`config.mk`:
```
export PLATFORM = sky130hd
export DESIGN_NAME = waypoint_linear_interpolator
export DESIGN_NICKNAME = d
export VERILOG_FILES = /design/src/rtl/core/wli_pkg.sv /design/src/rtl/core/wli_front.sv /design/src/rtl/core/wli_queue.sv /design/src/rtl/core/wli_back.sv /design/src/rtl/core/waypoint_linear_interpolator.sv
export VERILOG_INCLUDE_DIRS = /design/src /design/src/rtl/core
export SDC_FILE = /design/constraint.sdc
export NUM_CORES = 2
export LEC_CHECK = 0
export ABC_AREA = 1
export BUFFER_PORTS_ARGS = -buffer_cell sky130_fd_sc_hd__buf_4
export CAP_MARGIN = 5
export CORE_MARGIN = 5
export CORE_UTILIZATION = 45
export CTS_CLUSTER_DIAMETER = 30
export CTS_CLUSTER_SIZE = 16
export DETAILED_ROUTE_END_ITERATION = 10
export PLACE_DENSITY = 0.74
export SYNTH_ARGS = -nofsm -noshare
export SYNTH_HDL_FRONTEND = slang
export SYNTH_SLANG_ARGS = --single-unit
export TNS_END_PERCENT = 10
```
`constraint.sdc`:
```
create_clock -name clk -period 19.7 [get_ports clk]
set_input_delay 1.97 -clock clk [delete_from_list [all_inputs] [get_ports clk]]
set_output_delay 1.97 -clock clk [all_outputs]
set_load 0.005 [all_outputs]
```
`src/rtl/core/waypoint_linear_interpolator_macros.svh`:
```
// Assertion macros for the waypoint interpolator
`ifndef WAYPOINT_LINEAR_INTERPOLATOR_MACROS_SVH
`define WAYPOINT_LINEAR_INTERPOLATOR_MACROS_SVH
`ifndef ASSERT_OFF
`define WLI_ASSERT(label, clk, rst_n, prop) \
	label: assert property (@(posedge clk) disable iff (!rst_n) prop) else $error("%m failed");
`define WLI_ASSERT_NEVER(label, clk, rst_n, expr) \
	label: assert property (@(posedge clk) disable iff (!rst_n) !(expr)) else $error("%m failed");
`else
`define WLI_ASSERT(label, clk, rst_n, prop)
`define WLI_ASSERT_NEVER(label, clk, rst_n, expr)
`endif
`endif

```
`src/rtl/core/wli_pkg.sv`:
```
// ----------------------------------------------------------------------------
// wli_pkg
// Types and constants shared by the waypoint interpolator modules.
// ----------------------------------------------------------------------------
package wli_pkg;
	localparam int MaxSubdivDefault = 63;
	localparam logic [5:0] SubdivReset = 6'd8;
	localparam int PtW = 32;
	localparam int AngW = 24;

	typedef struct packed {
		logic signed [31:0] px;
		logic signed [31:0] py;
		logic signed [23:0] pa;
		logic signed [31:0] ps;
		logic signed [31:0] pscore;
		logic signed [31:0] cx;
		logic signed [31:0] cy;
		logic signed [23:0] ca;
		logic signed [31:0] cs;
		logic signed [31:0] cscore;
		logic               interp;
		logic               fin;
		logic [5:0]         n;
	} job_t;

	typedef struct packed {
		logic signed [31:0] x;
		logic signed [31:0] y;
		logic signed [23:0] a;
		logic signed [31:0] s;
		logic signed [31:0] score;
		logic               last;
	} point_t;
endpackage

```
`src/rtl/core/wli_front.sv`:
```
// ----------------------------------------------------------------------------
// wli_front
// Accepts waypoints, holds the segment start and issues jobs to the queue.
// ----------------------------------------------------------------------------
module wli_front #(
	parameter int MAX_SUBDIVISIONS = wli_pkg::MaxSubdivDefault
) (
	input  logic               clk,
	input  logic               arst_n,
	input  logic [5:0]         subdiv,
	input  logic               in_valid,
	output logic               in_ready,
	input  logic signed [31:0] pos_x,
	input  logic signed [31:0] pos_y,
	input  logic signed [23:0] angle,
	input  logic signed [31:0] scale,
	input  logic signed [31:0] score_in,
	input  logic               final_point,
	output logic               job_valid,
	input  logic               job_ready,
	output wli_pkg::job_t      job
);
	localparam logic [5:0] MaxN = 6'(MAX_SUBDIVISIONS);
	logic have_q;
	logic signed [31:0] px_q, py_q, ps_q, pscore_q;
	logic signed [23:0] pa_q;
	logic [5:0] n;

	always_comb begin
		n = subdiv;
		if (n == 6'd0) n = 6'd1;
		if (n > MaxN) n = MaxN;
	end

	assign in_ready = job_ready;
	assign job_valid = in_valid && (have_q || final_point);
	assign job = '{px: px_q, py: py_q, pa: pa_q, ps: ps_q, pscore: pscore_q,
		cx: pos_x, cy: pos_y, ca: angle, cs: scale, cscore: score_in,
		interp: have_q, fin: final_point, n: n};

	always_ff @(posedge clk or negedge arst_n) begin
		if (!arst_n) begin
			have_q <= 1'b0;
		end else if (in_valid && in_ready) begin
			have_q <= !final_point;
		end
	end

	always_ff @(posedge clk) begin
		if (in_valid && in_ready) begin
			px_q <= pos_x;
			py_q <= pos_y;
			pa_q <= angle;
			ps_q <= scale;
			pscore_q <= score_in;
		end
	end
endmodule

```
`src/rtl/core/wli_queue.sv`:
```
// ----------------------------------------------------------------------------
// wli_queue
// Two-entry job queue between front and back.
// ----------------------------------------------------------------------------
`include "waypoint_linear_interpolator_macros.svh"
module wli_queue (
	input  logic          clk,
	input  logic          arst_n,
	input  logic          wr_valid,
	output logic          wr_ready,
	input  wli_pkg::job_t wr_job,
	output logic          rd_valid,
	input  logic          rd_ready,
	output wli_pkg::job_t rd_job
);
	wli_pkg::job_t mem_q [2];
	logic wp_q, rp_q;
	logic [1:0] cnt_q;
	logic wr, rd;

	assign wr_ready = cnt_q != 2'd2;
	assign rd_valid = cnt_q != 2'd0;
	assign rd_job = mem_q[rp_q];
	assign wr = wr_valid && wr_ready;
	assign rd = rd_valid && rd_ready;

	always_ff @(posedge clk or negedge arst_n) begin
		if (!arst_n) begin
			wp_q <= 1'b0;
			rp_q <= 1'b0;
			cnt_q <= 2'd0;
		end else begin
			if (wr) wp_q <= !wp_q;
			if (rd) rp_q <= !rp_q;
			cnt_q <= cnt_q + 2'(wr) - 2'(rd);
		end
	end

	always_ff @(posedge clk) begin
		if (wr) mem_q[wp_q] <= wr_job;
	end

	`WLI_ASSERT_NEVER(a_cnt_range, clk, arst_n, cnt_q == 2'd3)
	`WLI_ASSERT(a_ptr_match, clk, arst_n, (cnt_q == 2'd0 || cnt_q == 2'd2) |-> wp_q == rp_q)
	`WLI_ASSERT(a_full_hold, clk, arst_n, (cnt_q == 2'd2 && !rd) |=> cnt_q == 2'd2)
endmodule

```
`src/rtl/core/wli_back.sv`:
```
// ----------------------------------------------------------------------------
// wli_back
// Steps k through a segment and emits interpolated points, and emits a final waypoint
// as it is. Per point: multiply delta by k, then divide by N by restoring division.
// ----------------------------------------------------------------------------
`include "waypoint_linear_interpolator_macros.svh"
module wli_back (
	input  logic          clk,
	input  logic          arst_n,
	input  logic          job_valid,
	output logic          job_ready,
	input  wli_pkg::job_t job,
	output logic          out_valid,
	input  logic          out_ready,
	output wli_pkg::point_t pt
);
	localparam logic [1:0] StIdle = 2'd0;
	localparam logic [1:0] StRun  = 2'd1;
	localparam logic [1:0] StFin  = 2'd2;

	logic [1:0] st_q;
	logic [5:0] k_q;
	logic [5:0] cyc_q;
	logic [6:0] col_q;
	logic signed [33:0] d_q [4];
	logic signed [40:0] prod_q;
	logic [40:0] mag_q, rem_q, quo_q;
	logic neg_q;
	logic signed [31:0] res_q [4];
	logic out_v_q;
	wli_pkg::point_t pt_q;
	logic signed [33:0] dsel;
	logic [40:0] rem_nxt;
	logic signed [31:0] base;
	logic signed [40:0] qs;
	logic launch, emit;

	assign launch = !out_v_q || out_ready;
	assign emit = launch && ((st_q == StRun && col_q == 7'd4) || st_q == StFin);
	assign job_ready = emit && (st_q == StFin || (k_q == job.n - 6'd1 && !job.fin));
	assign out_valid = out_v_q;
	assign pt = pt_q;

	// restoring division of |delta*k| by N, one bit per cycle, lane by lane
	always_comb begin
		dsel = d_q[col_q[1:0]];
		rem_nxt = {rem_q[39:0], mag_q[40]};
		case (col_q[1:0])
			2'd0: base = job.px;
			2'd1: base = job.py;
			2'd2: base = 32'(job.pa);
			default: base = job.ps;
		endcase
		qs = neg_q ? -$signed(quo_q) : $signed(quo_q);
	end

	always_ff @(posedge clk or negedge arst_n) begin
		if (!arst_n) begin
			st_q <= StIdle;
			out_v_q <= 1'b0;
			k_q <= '0;
			cyc_q <= '0;
			col_q <= '0;
		end else begin
			if (emit) out_v_q <= 1'b1;
			else if (out_ready) out_v_q <= 1'b0;
			case (st_q)
				StIdle: begin
					if (job_valid) begin
						k_q <= '0;
						col_q <= '0;
						cyc_q <= '0;
						st_q <= job.interp ? StRun : StFin;
					end
				end
				StRun: begin
					if (col_q == 7'd4) begin
						if (launch) begin
							col_q <= '0;
							cyc_q <= '0;
							if (k_q == job.n - 6'd1) begin
								k_q <= '0;
								st_q <= job.fin ? StFin : StIdle;
							end else begin
								k_q <= k_q + 6'd1;
							end
						end
					end else if (cyc_q == 6'd0) begin
						cyc_q <= 6'd1;
					end else if (cyc_q <= 6'd42) begin
						cyc_q <= cyc_q + 6'd1;
					end else begin
						col_q <= col_q + 7'd1;
						cyc_q <= '0;
					end
				end
				StFin: begin
					if (launch) begin
						st_q <= StIdle;
					end
				end
				default: st_q <= StIdle;
			endcase
		end
	end

	always_ff @(posedge clk) begin
		d_q[0] <= 34'(job.cx) - 34'(job.px);
		d_q[1] <= 34'(job.cy) - 34'(job.py);
		d_q[2] <= 34'(job.ca) - 34'(job.pa);
		d_q[3] <= 34'(job.cs) - 34'(job.ps);
		if (st_q == StRun && col_q < 7'd4) begin
			if (cyc_q == 6'd0) begin
				prod_q <= 41'(dsel) * $signed({1'b0, k_q});
			end else if (cyc_q == 6'd1) begin
				neg_q <= prod_q[40];
				mag_q <= prod_q[40] ? 41'(-prod_q) : 41'(prod_q);
				rem_q <= '0;
				quo_q <= '0;
			end else if (cyc_q <= 6'd42) begin
				if (rem_nxt >= 41'(job.n)) begin
					rem_q <= rem_nxt - 41'(job.n);
					quo_q <= {quo_q[39:0], 1'b1};
				end else begin
					rem_q <= rem_nxt;
					quo_q <= {quo_q[39:0], 1'b0};
				end
				mag_q <= {mag_q[39:0], 1'b0};
			end else begin
				res_q[col_q[1:0]] <= 32'(base + 32'(qs));
			end
		end
		if (st_q == StRun && col_q == 7'd4 && launch) begin
			pt_q <= '{x: res_q[0], y: res_q[1], a: res_q[2][23:0], s: res_q[3],
				score: job.pscore, last: !job.fin && (k_q == job.n - 6'd1)};
		end
		if (st_q == StFin && launch) begin
			pt_q <= '{x: job.cx, y: job.cy, a: job.ca, s: job.cs,
				score: job.cscore, last: 1'b1};
		end
	end

	`WLI_ASSERT_NEVER(a_st_valid, clk, arst_n, st_q != StIdle && st_q != StRun && st_q != StFin)
	`WLI_ASSERT(a_k_range, clk, arst_n, (st_q == StRun) |-> k_q < job.n)
	`WLI_ASSERT(a_emit_hold, clk, arst_n, (out_v_q && !out_ready) |=> $stable(pt_q))
endmodule

```
`src/rtl/core/waypoint_linear_interpolator.sv`:
```
// Each point passes its four coordinates in turn through the shared multiply and
// bit-serial divide unit and is then emitted. The two-entry queue lets new
// waypoints be accepted while a segment is still being interpolated.
// Reset: asynchronous, clears the stored waypoint, the queue and N to 8.
// ----------------------------------------------------------------------------
// waypoint_linear_interpolator
// Linear interpolation upsampler of waypoint streams.
// ----------------------------------------------------------------------------
module waypoint_linear_interpolator #(
	parameter int MAX_SUBDIVISIONS = wli_pkg::MaxSubdivDefault
) (
	input  logic               clk,
	input  logic               arst_n,
	input  logic               psel,
	input  logic               penable,
	input  logic               pwrite,
	input  logic [1:0]         paddr,
	input  logic [31:0]        pwdata,
	output logic [31:0]        prdata,
	output logic               pready,
	input  logic               in_valid,
	output logic               in_ready,
	input  logic signed [31:0] pos_x,
	input  logic signed [31:0] pos_y,
	input  logic signed [23:0] angle,
	input  logic signed [31:0] scale,
	input  logic signed [31:0] score_in,
	input  logic               final_point,
	output logic               out_valid,
	input  logic               out_ready,
	output logic signed [31:0] out_x,
	output logic signed [31:0] out_y,
	output logic signed [23:0] out_angle,
	output logic signed [31:0] out_scale,
	output logic signed [31:0] out_score,
	output logic               last_of_run
);
	logic [5:0] subdiv_q;
	logic fj_valid, fj_ready, bj_valid, bj_ready;
	wli_pkg::job_t fj, bj;
	wli_pkg::point_t pt;

	assign pready = 1'b1;
	assign prdata = (paddr == 2'd0) ? {26'd0, subdiv_q} : 32'd0;

	always_ff @(posedge clk or negedge arst_n) begin
		if (!arst_n) begin
			subdiv_q <= wli_pkg::SubdivReset;
		end else if (psel && penable && pwrite && paddr == 2'd0) begin
			subdiv_q <= pwdata[5:0];
		end
	end

	wli_front #(.MAX_SUBDIVISIONS(MAX_SUBDIVISIONS)) u_front (
		.clk, .arst_n, .subdiv(subdiv_q), .in_valid, .in_ready,
		.pos_x, .pos_y, .angle, .scale, .score_in, .final_point,
		.job_valid(fj_valid), .job_ready(fj_ready), .job(fj)
	);

	wli_queue u_queue (
		.clk, .arst_n, .wr_valid(fj_valid), .wr_ready(fj_ready), .wr_job(fj),
		.rd_valid(bj_valid), .rd_ready(bj_ready), .rd_job(bj)
	);

	wli_back u_back (
		.clk, .arst_n, .job_valid(bj_valid), .job_ready(bj_ready), .job(bj),
		.out_valid, .out_ready, .pt
	);

	assign out_x = pt.x;
	assign out_y = pt.y;
	assign out_angle = pt.a;
	assign out_scale = pt.s;
	assign out_score = pt.score;
	assign last_of_run = pt.last;
endmodule
```
# ---- Yosys cells after proc, flatten, opt, wreduce, memory -nomap -nowiden
# Memory sizes are Yosys's and may differ from the RTL's.
# Index checks and enable logic that the tools add are counted.
# W data, S select, Z words.
dict set report totals {
  regBits 493
  inputBits 194
  word_cells 152
  mem_bits_rw 888
  memories 3
}
# name words width rd rd_ports_with_merged_regs write_ports line_no
set memory_table {}
lappend memory_table {u_queue.mem_q 2 312 1 0 1 wli_queue.sv:16} ;# wli_pkg::job_t mem_q [2];
lappend memory_table {u_back.d_q 4 34 1 0 4 wli_back.sv:25} ;# logic signed [33:0] d_q [4];
lappend memory_table {u_back.res_q 4 32 4 0 1 wli_back.sv:29} ;# logic signed [31:0] res_q [4];
dict set report op_classes {
  n_reduce_logical 40
  n_bitwise 1
  n_lt_le_gt_ge 4
  add_sub_neg 14
  n_eq_ne 16
  mux 47
  n_mul 1
}
# cell n
set ops {}
lappend ops {{$mux W153} 2}
lappend ops {{$mux W41} 3}
lappend ops {{$sub A32 B32 Y33} 3}
lappend ops {{$pmux W32 S3} 1}
lappend ops {{$mux W40} 2}
lappend ops {{$mux W6} 11}
lappend ops {{$mux W32} 2}
lappend ops {{$ge A41 B6 Y1} 1}
lappend ops {{$mul A34 B7 Y41} 1}
lappend ops {{$neg A41 Y41} 1}
lappend ops {{$sub A40 B6 Y40} 1}
lappend ops {{$mux W7} 5}
lappend ops {{$add A32 B32 Y32} 1}
lappend ops {{$neg A32 Y32} 1}
lappend ops {{$sub A24 B24 Y25} 1}
lappend ops {{$pmux W6 S2} 2}
lappend ops {{$logic_and A1 B1 Y1} 14}
lappend ops {{$mux W2} 7}
lappend ops {{$pmux W7 S2} 1}
lappend ops {{$add A6 B1 Y6 const B} 2}
lappend ops {{$logic_not A6 Y1} 2}
lappend ops {{$mux W1} 10}
lappend ops {{$reduce_and A5 Y1} 2}
lappend ops {{$reduce_bool A2 Y1} 5}
lappend ops {{24 further kinds} 42}

# ---- Longest topological paths before layout
# An unclocked memory read counts as a cell.
dict set report logic_depth {
  depth_word 8
  mapped_depth 30
}

# ---- By module
# A second synthesis with hierarchy kept.
dict set report hier_totals {
  hier_cells 7234
  area_unflattened_um2 70958.1
}
# mod area_each_um2 cells_each n_inst
set modules_own_cells {}
lappend modules_own_cells {wli_back 41628.7 5178 1}
lappend modules_own_cells {wli_queue 22980.8 1661 1}
lappend modules_own_cells {wli_front 5819.3 324 1}
lappend modules_own_cells {waypoint_linear_interpolator 529.3 71 1}

# ---- Worst setup path before layout
# OpenSTA, ideal clock, no wires.
dict set report synth_timing {
  kind {input-to-reg}
  from {in in_valid}
  to {mem u_queue.mem_q[1][0] (netlist bit), enable pin}
  arrival_ps 19117
  path_slack_ps -406
  path_buffers 0
  path_stages 4
  cell_sequence {nand2_1 inv_1 o21ai_0 nor2_1}
}
dict set report synth_via {
  elab_chain_cells 4
}
# element line_no
set synth_rtl {}
lappend synth_rtl {{start: declaration} waypoint_linear_interpolator.sv:21} ;# input logic in_valid,
lappend synth_rtl {{$logic_and A1 B1 Y1} wli_front.sv:36} ;# assign job_valid = in_valid && (have_q || final_point);
lappend synth_rtl {{$logic_and A1 B1 Y1} wli_queue.sv:24} ;# assign wr = wr_valid && wr_ready;
lappend synth_rtl {{$mux W1} wli_queue.sv:40} ;# if (wr) mem_q[wp_q] <= wr_job;
lappend synth_rtl {{$mux W1 (implied by the code)} wli_queue.sv:40}
lappend synth_rtl {{end: declaration} wli_queue.sv:16}
# Every way passes these cells.

# ---- Worst setup path in the final report
dict set report layout_timing {
  from {reg u_back.col_q[0]}
  to {reg u_back.prod_q[31], data pin}
}
dict set report layout_via {
  elab_chain_cells 2
}
# element line_no
set layout_rtl {}
lappend layout_rtl {{start: declaration} wli_back.sv:24} ;# logic [6:0] col_q;
lappend layout_rtl {{start signal: assignment} wli_back.sv:93} ;# col_q <= col_q + 7'd1;
lappend layout_rtl {{$mem_v2 Z4 W34} n/a}
lappend layout_rtl {{$mul A34 B7 Y41} wli_back.sv:114} ;# prod_q <= 41'(dsel) * $signed({1'b0, k_q});
lappend layout_rtl {{end signal: assignment} wli_back.sv:114}
lappend layout_rtl {{end: declaration} wli_back.sv:26} ;# logic signed [40:0] prod_q;
# Every way passes these cells.
# A chain may end at the register's enable or synchronous reset.

==> impl.org <==
** Status
- Run status :: completed

** STA
- For this run, the top clock speed supported by timing is 0.1354 GHz.
- After layout, the worst path uses 37.49% of the clock period.
- Between clock sinks in the finished design, the worst skew comes to 0.09749 ns.
- Max-slew violation count :: 0
- Final setup fails :: 0
- Tightest slew margin relative to the limit :: 11.12%
- Unrepaired setup endpoints after global routing :: false
- Counting I/O delays and the setup requirement, the final critical path takes 7.385 ns.
- The count of final hold-check violations was 0.
- On the final layout, the worst hold slack is 0.4024 ns.
- Worst Tran Pin Value :: 1.333 ns

** Synthesis
- Area of the mapped netlist :: 68580 um^2
- Yosys cell types :: 66
- Share of the synthesized area in the top cell type :: 52.67%
- Largest area contributor in the synthesized netlist :: sky130_fd_sc_hd__edfxtp_1
- In the synthesized netlist the async set-or-reset flop fraction comes to 2.425%.
- Simple-gate share of the synthesized area :: 15.00%
- Number of synthesized flops with an enable pin :: 1203
- Of the total synthesized cell area, the portion taken by XOR and XNOR cells is 3.014%.
- Synthesis handed over a netlist of 6477 instances.
- Post-Synthesis Mean Instance Area :: 10.59 um^2
- Complex-gate fraction of the synthesized area :: 8.350%
- During synthesis, Yosys emitted a total of 0 warnings.
- Of the total synthesized cell area, the portion taken by full adders, half adders and majority gates is 8.772%.
- By area, the combinational part of the netlist is dominated by simple AND/OR/NAND/NOR gates.
- Portion of the post-synthesis area used by sequential elements :: 57.53%
- Top FF cell, synth :: sky130_fd_sc_hd__edfxtp_1
- Mux cell area share after synthesis :: 2.087%
- Top area cells in the synthesized netlist :: sky130_fd_sc_hd__edfxtp_1, sky130_fd_sc_hd__nand2_1, sky130_fd_sc_hd__ha_1
- Register bit count reported by yosys :: 1361

** Power and ir drop
- The analysis attributes to net switching a power of 5.472 mW.
- Power spread over the standard cell area amounts to 171.7 nW/um^2.
- Clock Power Share :: 33.5%
- Internal power :: 8.773 mW
- The analysis attributes to cell leakage a power of 34.44 nW.
- Part of the power in registers :: 30.2%
- Total power for the finished layout comes to 14.25 mW.
- Of the total power, combinational logic draws 36.4%.
- Switching Fraction :: 38.42%
- IR analysis of the VDD net gives a maximum drop of 0.1247 mV.

** Clock network
- The clock tree synthesis step divided the H-tree into 5 levels.
- Max clock buf depth :: 4
- CTS buffer count :: 290
- Clock slew seen by the registers of the worst setup and hold paths :: 0.05 ns
- The tree built by TritonCTS fans out to 1361 sinks.
- Postcts setup bufs :: 0
- Hold repair after CTS inserted 0 buffers.
- Clock insertion delay at the later pin of the skew report :: 0.90 ns
- CTS tree :: yes
- CTS-repair resized insts :: 0
- The root buffer cell chosen for the clock tree is sky130_fd_sc_hd__clkbuf_16.

** Finish
- Area of the multi-input gates :: 25800 um^2
- The layout has 12923 filler cells.
- Layout cell share with drive strength beyond 1 :: 13.09%
- In the final design database the tool counted 7577 nets.
- From synthesis to final layout, the design area changed by 20.98%.
- Most frequent standard cell in the layout excluding fill and tap cells :: sky130_fd_sc_hd__nand2_1
- Leaving out fill and tap cells, the most frequent cells in the layout are sky130_fd_sc_hd__nand2_1, sky130_fd_sc_hd__edfxtp_1, sky130_fd_sc_hd__nor2_1.
- Post-route cell area :: 82970 um^2
- FF/Latch Area :: 39460 um^2

** Setup path
- Arr. time, crit path :: 7.97 ns
- The worst register-to-register path begins at u_back.col_q[0]$_DFFE_PN0P_.
- The slowest stage of the critical path is the sky130_fd_sc_hd__a221oi_1 cell.
- The worst setup path is captured at a register.
- The largest single stage delay on the critical path is 1.23 ns.
- Required arrival time at the worst endpoint :: 20.29 ns
- Broken down by cell family, the worst path's largest delay share belongs to adder cells.
- Setup crit start kind :: register
- Cell occurring most often along the worst timing path :: sky130_fd_sc_hd__inv_1
- The setup path with the least slack is of type reg -> reg.
- CP Buf/Inv Count :: 7
- Cells along the critical path :: buf_4, inv_2, nand2_1, inv_1, a221oi_1, nor2_1, ha_1, inv_1, fa_1, inv_1, fa_1, inv_1, fa_1, inv_1, ha_1, a21oi_1, o21ai_1, a21oi_1, nor3_1, o21ai_0, nand2_1, nand2_1, nand2_1
- Along the worst path, the maximum fanout reaches 38.
- CP startpoint :: u_back.col_q[0]$_DFFE_PN0P_

** Floorplan
- The region available for standard cell placement spans 151700 um^2.
- Die area :: 160300 um^2
- Die height :: 400.4 um
- The floorplan step set the die width to 400.4 um.
- IO Pins :: 382
- Row count :: 143
- For this configuration, the core starts out at a cell density of 45.20%.

** Route
- The count of nets left with antenna violations once routing finished came out at 0.
- Dividing the detail-routed wire length by the instance count gives 22.86 um.
- Final wirelength :: 211200 um
- The detailed router placed 49951 vias in this run.
- Drt pass-1 iters :: 6
- Detailed-route vias per instance :: 5.406
- DRC viols :: 0
- The first routing iteration left 4823 violations.

** Global route
- The first global-routing pass estimated 311300 um of wire.
- Across every metal layer, demand over resource in global routing totals 25.63%.
- Pin count of the biggest net entering global routing :: 141
- Antenna violations before repair :: 20
- Remaining Overflow, GRT :: 0
- The number of global-route vias before repair is 50123.

** Place
- Post-DP HPWL :: 153400 um
- Routability-driven placement finished with a final weighted congestion of 0.9850.
- Port Buf Inserts :: 328
- The placed instances occupy a cell area of 73370 um^2.

** Run
- The tool flagged a number of max-cap violations equal to 0.

** Min path
- In this run the worst hold path is classified as reg -> reg.
- In this run the most critical hold path is launched from u_front.py_q[26]$_DFFE_PP_.
-- final cells by class --
class	instances	area share, %
clock inverter	159	2.297
timing repair buffer	392	3.592
antenna	20	0.06032
inverter	684	3.117
clock buffer	335	9.217
tap	2030	3.061
multi-input combinational	4259	31.10
sequential	1361	47.56
-- synth_stat cells, types with 53 or more instances --
| library cell | number |
|---|---|
| sky130_fd_sc_hd__a21oi_1 | 271 |
| sky130_fd_sc_hd__a22o_1 | 112 |
| sky130_fd_sc_hd__buf_2 | 53 |
| sky130_fd_sc_hd__clkbuf_1 | 87 |
| sky130_fd_sc_hd__dfxtp_1 | 125 |
| sky130_fd_sc_hd__edfxtp_1 | 1203 |
| sky130_fd_sc_hd__fa_1 | 143 |
| sky130_fd_sc_hd__ha_1 | 252 |
| sky130_fd_sc_hd__inv_1 | 668 |
| sky130_fd_sc_hd__mux2i_1 | 143 |
| sky130_fd_sc_hd__nand2_1 | 1401 |
| sky130_fd_sc_hd__nand3_1 | 184 |
| sky130_fd_sc_hd__nor2_1 | 713 |
| sky130_fd_sc_hd__nor3_1 | 85 |
| sky130_fd_sc_hd__o21ai_0 | 273 |
| sky130_fd_sc_hd__xnor2_1 | 56 |
| sky130_fd_sc_hd__xor2_1 | 180 |
-- routing by layer --
layer  wire length (um)  GRT usage [%]  vias up
met3              16930          5.409      425
met2             101500          42.43     2221
met1              83100          32.54    24148
met5                 22              0        -
li1                   -              -    23153
met4               9701          11.57        4
-- sequential cells by signal, summed over array words and instances (netlist names), 40 cells and up --
name / flops
u_back.d_q: 124
u_back.mag_q: 41
u_back.prod_q: 41
u_back.pt: 153
u_back.rem_q: 40
u_back.res_q: 120
u_queue.mem_q: 624
-- per-stage QoR --
step / setup TNS (ns) / worst slack [ns] / cells / utilization (%)
global placement: 0 / 12.56 / 8726 / 48.36
floorplan: -253.39 / -0.4062 / 6502 / -
CTS: 0 / 12.42 / 9220 / 54.65
global route: 0 / 11.95 / 9225 / 54.66
detailed placement: 0 / 12.48 / 8726 / 48.36
finish: 0 / 12.32 / 9240 / 54.68
-- cells by family (layout without fill, tap and decap cells) --
kind of cell | after synthesis | in the layout
AO/OA/AOI/OAI | 932 | 932
buffers and inverters | 882 | 1570
other | 2 | 47
adder cells (fa/ha/maj) | 395 | 395
AND/OR/NAND/NOR | 2526 | 2526
multiplexers | 143 | 143
XOR/XNOR | 236 | 236
flip-flops | 1361 | 1361
-- worst paths after layout --
kind	to	slack (ns)	cells after the start
min reg2reg	u_queue.mem_q[1][274]$_DFFE_PP_	0.40	0
min	u_queue.mem_q[1][274]$_DFFE_PP_	0.40	0
max reg2reg	u_back.prod_q[31]$_DFFE_PP_	12.32	23
max in group asynchronous	u_queue.rp_q$_DFFE_PN0P_	18.24	1
max	u_back.prod_q[31]$_DFFE_PP_	12.32	23
min in group asynchronous	subdiv_q[5]$_DFFE_PN0P_	1.05	1
-- power by group through the flow --
stage	Combinational [mW]	Sequential [mW]	Clock, mW
6_report	5.18	4.30	4.77
3_3_place_gp	5.04	4.31	0
2_1_floorplan	3.05	4.41	0
3_5_place_dp	5.07	4.34	0
4_1_cts	5.11	4.30	4.82
5_1_grt	5.55	4.34	4.98
(Power assumes the default switching activity.)
